## src/sprw_pkg.sv

```systemverilog
// Shared types and constants for the sprite pixel walker.
// No dependencies; used by sprite_pixel_walker and its checker.
package sprw_pkg;

  localparam int CFG_INDEX_W = 3;
  localparam int CFG_DATA_W  = 16;
  localparam int POS_W       = 18;
  localparam int ADDR_W      = 25;

  localparam logic [CFG_INDEX_W-1:0] REG_SCROLL_X = 3'd0;
  localparam logic [CFG_INDEX_W-1:0] REG_SCROLL_Y = 3'd1;
  localparam logic [CFG_INDEX_W-1:0] REG_CLIP_MIN_X = 3'd2;
  localparam logic [CFG_INDEX_W-1:0] REG_CLIP_MAX_X = 3'd3;
  localparam logic [CFG_INDEX_W-1:0] REG_CLIP_MIN_Y = 3'd4;
  localparam logic [CFG_INDEX_W-1:0] REG_CLIP_MAX_Y = 3'd5;

  localparam logic KIND_HEADER = 1'b0;
  localparam logic KIND_PIXEL  = 1'b1;

  // scroll registers carry a fixed hardware bias
  localparam logic [POS_W-1:0] SCROLL_X_BIAS = 18'h00184;
  localparam logic [POS_W-1:0] SCROLL_Y_BIAS = 18'h001f1;

  typedef struct packed {
    logic [7:0]  dest_priority;
    logic [7:0]  gfx_byte;
    logic [15:0] ypos_word;
    logic [15:0] xpos_word;
    logic [15:0] tile_word;
    logic [15:0] attr_word;
  } in_word_t;

  typedef struct packed {
    logic [2:0]        pad;
    logic [POS_W-1:0]  next_y;
    logic [POS_W-1:0]  next_x;
    logic [ADDR_W-1:0] next_address;
    logic              more;
    logic [9:0]        write_colour;
    logic [POS_W-1:0]  write_y;
    logic [POS_W-1:0]  write_x;
    logic              write_enable;
  } out_word_t;

endpackage

```

## src/sprite_pixel_walker.sv

```systemverilog
// Sprite pixel walker: decodes one sprite header, then walks its pixels.
// Depends on sprw_pkg for word layouts, register indexes and constants.
//
// A header word (tuser 0) loads a sprite and returns the first pixel's nibble
// address and screen position; each pixel word (tuser 1) brings back the
// graphics byte and stored priority for that position and returns the write
// decision plus the next announcement, with tlast set when the sprite ends.
// Every word yields exactly one result word. Throughput is one word per
// cycle while m_tready does not stall the result; each word passes the input
// register, then the result register, with a single sprite state update per word.
// Configuration writes are taken any time but are meant for idle periods.
module sprite_pixel_walker (
  input  logic                           clk,
  input  logic                           rst,
  input  logic                           cfg_we,
  input  logic [sprw_pkg::CFG_INDEX_W-1:0] cfg_index,
  input  logic [sprw_pkg::CFG_DATA_W-1:0]  cfg_data,
  input  logic                           s_tvalid,
  output logic                           s_tready,
  // attr_word, tile_word, xpos_word, ypos_word, gfx_byte, dest_priority
  input  logic [79:0]                    s_tdata,
  // kind
  input  logic                           s_tuser,
  output logic                           m_tvalid,
  input  logic                           m_tready,
  // write_enable, write_x, write_y, write_colour, more, next_address,
  // next_x, next_y, zero pad
  output logic [111:0]                   m_tdata,
  output logic                           m_tlast
);

  logic [15:0] scroll_x_reg, scroll_y_reg;
  logic [9:0]  clip_min_x, clip_max_x, clip_min_y, clip_max_y;

  logic              in_valid;
  logic              in_kind;
  sprw_pkg::in_word_t in_data;
  logic              out_valid;
  logic              out_last;
  sprw_pkg::out_word_t out_data;

  logic [5:0]  colour_bank, colour_bank_next;
  logic [1:0]  sprite_priority, sprite_priority_next;
  logic        flip_x, flip_x_next, flip_y, flip_y_next;
  logic [9:0]  origin_x, origin_x_next, origin_y, origin_y_next;
  logic [7:0]  sprite_width, sprite_width_next, sprite_height, sprite_height_next;
  logic [7:0]  row_count, row_count_next, column_count, column_count_next;
  logic [sprw_pkg::ADDR_W-1:0] nibble_address, nibble_address_next;
  logic        busy, busy_next;

  logic                advance;
  sprw_pkg::out_word_t res;
  logic                res_last;

  logic [sprw_pkg::POS_W-1:0] px, py;
  logic [3:0]  pix;
  logic        in_clip;
  logic [7:0]  col_inc, row_inc;

  function automatic logic [sprw_pkg::POS_W-1:0] screen_pos(
    input logic [9:0]  origin,
    input logic [7:0]  extent,
    input logic [7:0]  count,
    input logic        flip,
    input logic [15:0] scroll,
    input logic [sprw_pkg::POS_W-1:0] bias
  );
    logic [7:0] c;
    c = flip ? (extent - 8'd1 - count) : count;
    return {{8{origin[9]}}, origin} + {10'd0, c} - {2'd0, scroll} + bias;
  endfunction

  assign advance  = in_valid && (!out_valid || m_tready);
  assign s_tready = !in_valid || advance;
  assign m_tvalid = out_valid;
  assign m_tdata  = out_data;
  assign m_tlast  = out_last;

  always_ff @(posedge clk) begin
    if (rst) begin
      scroll_x_reg <= '0;
      scroll_y_reg <= '0;
      clip_min_x   <= '0;
      clip_max_x   <= 10'h3ff;
      clip_min_y   <= '0;
      clip_max_y   <= 10'h3ff;
    end else if (cfg_we) begin
      unique case (cfg_index)
        sprw_pkg::REG_SCROLL_X:   scroll_x_reg <= cfg_data;
        sprw_pkg::REG_SCROLL_Y:   scroll_y_reg <= cfg_data;
        sprw_pkg::REG_CLIP_MIN_X: clip_min_x <= cfg_data[9:0];
        sprw_pkg::REG_CLIP_MAX_X: clip_max_x <= cfg_data[9:0];
        sprw_pkg::REG_CLIP_MIN_Y: clip_min_y <= cfg_data[9:0];
        sprw_pkg::REG_CLIP_MAX_Y: clip_max_y <= cfg_data[9:0];
        default: ;
      endcase
    end
  end

  always_comb begin
    colour_bank_next     = colour_bank;
    sprite_priority_next = sprite_priority;
    flip_x_next          = flip_x;
    flip_y_next          = flip_y;
    origin_x_next        = origin_x;
    origin_y_next        = origin_y;
    sprite_width_next    = sprite_width;
    sprite_height_next   = sprite_height;
    row_count_next       = row_count;
    column_count_next    = column_count;
    nibble_address_next  = nibble_address;
    busy_next            = busy;
    res                  = '0;
    res_last             = 1'b0;

    px  = screen_pos(origin_x, sprite_width, column_count, flip_x, scroll_x_reg,
                     sprw_pkg::SCROLL_X_BIAS);
    py  = screen_pos(origin_y, sprite_height, row_count, flip_y, scroll_y_reg,
                     sprw_pkg::SCROLL_Y_BIAS);
    pix = nibble_address[0] ? in_data.gfx_byte[7:4] : in_data.gfx_byte[3:0];
    in_clip = !px[17] && (px >= {8'd0, clip_min_x}) && (px <= {8'd0, clip_max_x}) &&
              !py[17] && (py >= {8'd0, clip_min_y}) && (py <= {8'd0, clip_max_y});
    col_inc = column_count + 8'd1;
    row_inc = row_count + 8'd1;

    if (in_kind == sprw_pkg::KIND_HEADER) begin
      sprite_priority_next = in_data.attr_word[15:14];
      colour_bank_next     = in_data.attr_word[13:8];
      flip_x_next          = in_data.attr_word[7];
      flip_y_next          = in_data.attr_word[6];
      origin_x_next        = in_data.xpos_word[9:0];
      origin_y_next        = in_data.ypos_word[9:0];
      sprite_width_next    = {in_data.xpos_word[15:12], 4'd0};
      sprite_height_next   = {in_data.ypos_word[15:12], 4'd0};
      row_count_next       = '0;
      column_count_next    = '0;
      nibble_address_next  = {1'b0, in_data.tile_word, 8'd0};
      busy_next = !((in_data.ypos_word == in_data.attr_word) ||
                    (in_data.xpos_word[15:12] == 4'd0) ||
                    (in_data.ypos_word[15:12] == 4'd0));
    end else if (busy) begin
      if (in_clip && pix != 4'd0 && in_data.dest_priority < {6'd0, sprite_priority}) begin
        res.write_enable = 1'b1;
        res.write_x      = px;
        res.write_y      = py;
        res.write_colour = {colour_bank, pix};
      end
      nibble_address_next = nibble_address + 1'b1;
      if (col_inc >= sprite_width) begin
        column_count_next = '0;
        row_count_next    = row_inc;
      end else begin
        column_count_next = col_inc;
      end
      if (row_count_next >= sprite_height) begin
        row_count_next = '0;
        busy_next      = 1'b0;
      end
    end

    if (busy_next) begin
      res.more         = 1'b1;
      res.next_address = nibble_address_next;
      res.next_x = screen_pos(origin_x_next, sprite_width_next, column_count_next,
                              flip_x_next, scroll_x_reg, sprw_pkg::SCROLL_X_BIAS);
      res.next_y = screen_pos(origin_y_next, sprite_height_next, row_count_next,
                              flip_y_next, scroll_y_reg, sprw_pkg::SCROLL_Y_BIAS);
    end else begin
      res_last = 1'b1;
    end
  end

  always_ff @(posedge clk) begin
    if (rst) begin
      in_valid        <= 1'b0;
      out_valid       <= 1'b0;
      busy            <= 1'b0;
      colour_bank     <= '0;
      sprite_priority <= '0;
      flip_x          <= 1'b0;
      flip_y          <= 1'b0;
      origin_x        <= '0;
      origin_y        <= '0;
      sprite_width    <= '0;
      sprite_height   <= '0;
      row_count       <= '0;
      column_count    <= '0;
      nibble_address  <= '0;
    end else begin
      if (s_tready) begin
        in_valid <= s_tvalid;
      end
      if (advance) begin
        out_valid       <= 1'b1;
        busy            <= busy_next;
        colour_bank     <= colour_bank_next;
        sprite_priority <= sprite_priority_next;
        flip_x          <= flip_x_next;
        flip_y          <= flip_y_next;
        origin_x        <= origin_x_next;
        origin_y        <= origin_y_next;
        sprite_width    <= sprite_width_next;
        sprite_height   <= sprite_height_next;
        row_count       <= row_count_next;
        column_count    <= column_count_next;
        nibble_address  <= nibble_address_next;
      end else if (m_tready) begin
        out_valid <= 1'b0;
      end
    end
  end

  always_ff @(posedge clk) begin
    if (s_tready && s_tvalid) begin
      in_data <= sprw_pkg::in_word_t'(s_tdata);
      in_kind <= s_tuser;
    end
    if (advance) begin
      out_data <= res;
      out_last <= res_last;
    end
  end

endmodule

```

## config.mk

```make
export PLATFORM = sky130hd
export DESIGN_NAME = sprite_pixel_walker
export DESIGN_NICKNAME = d
export VERILOG_FILES = /design/src/sprw_pkg.sv /design/src/sprite_pixel_walker.sv
export SDC_FILE = /design/constraint.sdc
export NUM_CORES = 1
export LEC_CHECK = 0
export ABC_AREA = 1
export BUFFER_PORTS_ARGS = -buffer_cell sky130_fd_sc_hd__clkbuf_2
export CORE_AREA = 2 2 261 134
export DETAILED_ROUTE_END_ITERATION = 10
export DIE_AREA = 0 0 263 136
export PLACE_DENSITY = 0.84
export SYNTH_ARGS = -nofsm -noshare
export SYNTH_HDL_FRONTEND = slang
export SYNTH_SLANG_ARGS = --single-unit
```

## constraint.sdc

```tcl
create_clock -name clk -period 20.6 [get_ports clk]
set_input_delay 3.09 -clock clk [delete_from_list [all_inputs] [get_ports clk]]
set_output_delay 3.09 -clock clk [all_outputs]
set_load 0.02 [all_outputs]
```

==> impl_metrics.env <==
export IMPL_status="complete, no violations"
export IMPL_syn_inst=2477
export IMPL_async_reset_ff_share_pct=0
export IMPL_pwr_share_comb_pct=35.8
export IMPL_p_sw_w=0.0008225
export IMPL_tightest_slew_ns=1.155
export IMPL_initialDrtViolationCount=1934
export IMPL_synth_top_area_share_pct=26.41
export IMPL_crit_type="reg -> reg"
export IMPL_worstHoldPathCells=2
export IMPL_crit_fanout=18
export IMPL_initial_core_util_pct=63.67
export IMPL_synth_cell_types=53
export IMPL_pwr_density_cell_nw_per_um2=93.59
export IMPL_detail_route_antenna_nets=0
export IMPL_fin_setup_tns_ns=0
export IMPL_syn_area_um2=21490
export IMPL_fp_dieW_um=263
export IMPL_rsz0062_at_grt="no"
export IMPL_r2r_end="m_tdata[105]"
export IMPL_post_drt_wl_per_cell_um=17.66
export IMPL_maxSlewViolCount=0
export IMPL_yosysTopAreaCell="edfxtp_1"
export IMPL_antenna_found_initial=3
export IMPL_avgSynthCellArea_um2=8.676
export IMPL_timing_rr_start="column_count[0]"
export IMPL_grt_pass1_vias=16260
export IMPL_hold_end="sprite_priority[0]"
export IMPL_vias=17660
export IMPL_clk_latency_ns=0.61
export IMPL_fin_crit_sh_pct=46.30
export IMPL_synth_area_leaders="edfxtp_1 (26%), dfxtp_1 (15%), ha_1 (15%)"
export IMPL_utilization_pct=71.23
export IMPL_numCtsBuffers=31
export IMPL_portBuffers=214
export IMPL_period_minus_slack_ns=9.538
export IMPL_synth_edf_count=189
export IMPL_cp_slowest_cell="o21ai_0"
export IMPL_leakagePower_nw=11.38
export IMPL_hold_start="sprite_priority[0]"
export IMPL_fmax_ghz=0.1048
export IMPL_root_buffer="clkbuf_16"
export IMPL_required_ns=20.96
export IMPL_fillers=2632
export IMPL_core_um2=33750
export IMPL_cts_path_max_buffers=3
export IMPL_ys_warn_count=0
export IMPL_gr_total_overflow=0
export IMPL_dieArea_um2=35770
export IMPL_end_kind="flop"
export IMPL_hold_violations=0
export IMPL_skew_ns=0.02282
export IMPL_post_cts_buffers=0
export IMPL_clk_pin_slew_ns=0.07
export IMPL_cts_num_sinks=351
export IMPL_cts_hold_buf=0
export IMPL_largest_reg_flops=109
export IMPL_drt_wl_total_um=55680
export IMPL_pin_count=220
export IMPL_grt_usage_pct=30.98
export IMPL_internal_power_w=0.001427
export IMPL_drv_cap=0
export IMPL_fin_nets=3070
export IMPL_ys_flop_type="edfxtp_1"
export IMPL_grt_max_degree=118
export IMPL_setup_viol=0
export IMPL_yosysMostFrequentCell="inv_1"
export IMPL_relSlewSlack_pct=22.69
export IMPL_yosysSeqAreaShare_pct=41.50
export IMPL_cts_resized=0
export IMPL_hold_path_class="reg -> reg"
export IMPL_yosys_top_cells_count="inv_1 (411), nand2_1 (361), ha_1 (250), o21ai_0 (241), a21oi_1 (230)"
export IMPL_ys_seq_elements=351
export IMPL_vdd_drop_max_mv=0.08156
export IMPL_seqPwrFrac_pct=36.1
export IMPL_dr_pass1_iters=5
export IMPL_crit_path_start_kind="flop"
export IMPL_hpwl_um=41600
export IMPL_reg2reg_depth=47
export IMPL_critPathMaxStageDelay_ns=0.86
export IMPL_grt_pass1_wl_um=87080
export IMPL_fp_dieH_um=136
export IMPL_r2r_slack_ns=11.06
export IMPL_clockPowerShare_pct=28.1
export IMPL_arrival_ns=9.90
export IMPL_drive_above_1_share_pct=12.58
export IMPL_row_count=48
export IMPL_p_sw_share_pct=36.56
export IMPL_htree_levels=1
export IMPL_syn2layout_area_growth_pct=11.87
export IMPL_cts_tree="done"
export IMPL_route_detailed_drc=0
export IMPL_place_gp_congestion=0.9800
export IMPL_vias_per_cell=5.602
export IMPL_crit_top_cell="nand2_1"
## worst max-delay path: cells and delay by family (launching register included)
family	cells	cell delay [ns]
and+or+nand+nor	21	3.06
AOI/OAI and AO/OA	13	2.82
adders and majority gates	5	1.86
xor gates and xnor gates	3	0.65
DFF	1	0.45
buffers and inverters	5	0.44
## metal layers
layer,vias to the layer above,global-route usage [%],routed length [um]
li1,8636,-,-
met2,720,45.83,23240
met4,0,6.794,1028
met5,-,0,0
met1,8223,45.22,25300
met3,83,8.640,6105
## cell type report
class,instances,area (um^2),share of cell area [%]
multi-input combinational,1649,10740,44.67
timing repair buffer,225,1154,4.799
clock buffer,42,857.1,3.565
antenna,1,2.502,0.01041
tap,450,563.0,2.342
clock inverter,16,227.7,0.9472
sequential,351,8919,37.10
inverter,419,1579,6.568
## how the worst max path moves through the flow
stage | from | end | depth (start not counted)
5_1_grt | column_count[0] | m_tdata[105] | 47
3_5_place_dp | column_count[0] | m_tdata[105] | 47
2_1_floorplan | m_tready | m_tdata[0] | 5
6_report | column_count[0] | m_tdata[105] | 47
3_3_place_gp | column_count[0] | m_tdata[105] | 47
4_1_cts | column_count[0] | m_tdata[105] | 47
## power by group through the flow
stage / logic (W) / registers [W] / clock network [W]
floorplan: 0.000551 / 0.000840 / 0
global placement: 0.000748 / 0.000825 / 0
detailed placement: 0.000778 / 0.000827 / 0
CTS: 0.000787 / 0.000812 / 0.000637
global route: 0.000900 / 0.000816 / 0.000666
finish: 0.000805 / 0.000812 / 0.000633
## logic make-up (layout without fill, tap and decap cells)
group,count (synthesis),in the layout,synth area share [%]
AO/OA/AOI/OAI,571,571,14.38
XOR/XNOR,87,87,3.546
adder cells (fa/ha/maj),288,288,18.10
buffers and inverters,495,702,8.855
flip-flops,351,351,41.50
multiplexers,6,6,0.2795
other,1,20,0.01745
AND/OR/NAND/NOR,678,678,13.33
## metrics by stage
| stage | setup slack (ns) | hold slack [ns] | instance area (um^2) | power (W) | instances |
|---|---|---|---|---|---|
| CTS | 11.37 | 0.4669 | 24040 | 0.002235 | 3152 |
| floorplan | 13.51 | 0.4244 | 21560 | 0.001391 | 2495 |
| global route | 10.25 | 0.4880 | 24040 | 0.002382 | 3152 |
| detailed placement | 11.46 | 0.4567 | 22950 | 0.001605 | 3094 |
| finish | 11.06 | 0.4617 | 24040 | 0.002250 | 3153 |
| global placement | 11.71 | 0.4459 | 22950 | 0.001573 | 3094 |
## cell usage in the layout (no fill, tap or decap), types with 10 or more instances in the layout
cell	count
fa_1	38
clkbuf_2	214
a211oi_1	15
clkbuf_16	31
nor2_2	29
nand3_1	63
xor2_1	66
nor3_1	22
nand4_1	15
nor2_1	154
conb_1	19
ha_1	250
or2_2	16
nand2_1	360
o21ai_0	241
dfxtp_1	162
buf_4	11
o211ai_1	29
o21ai_1	10
xnor2_1	21
edfxtp_1	189
a21oi_1	230
inv_1	409
(Power assumes the default switching activity.)
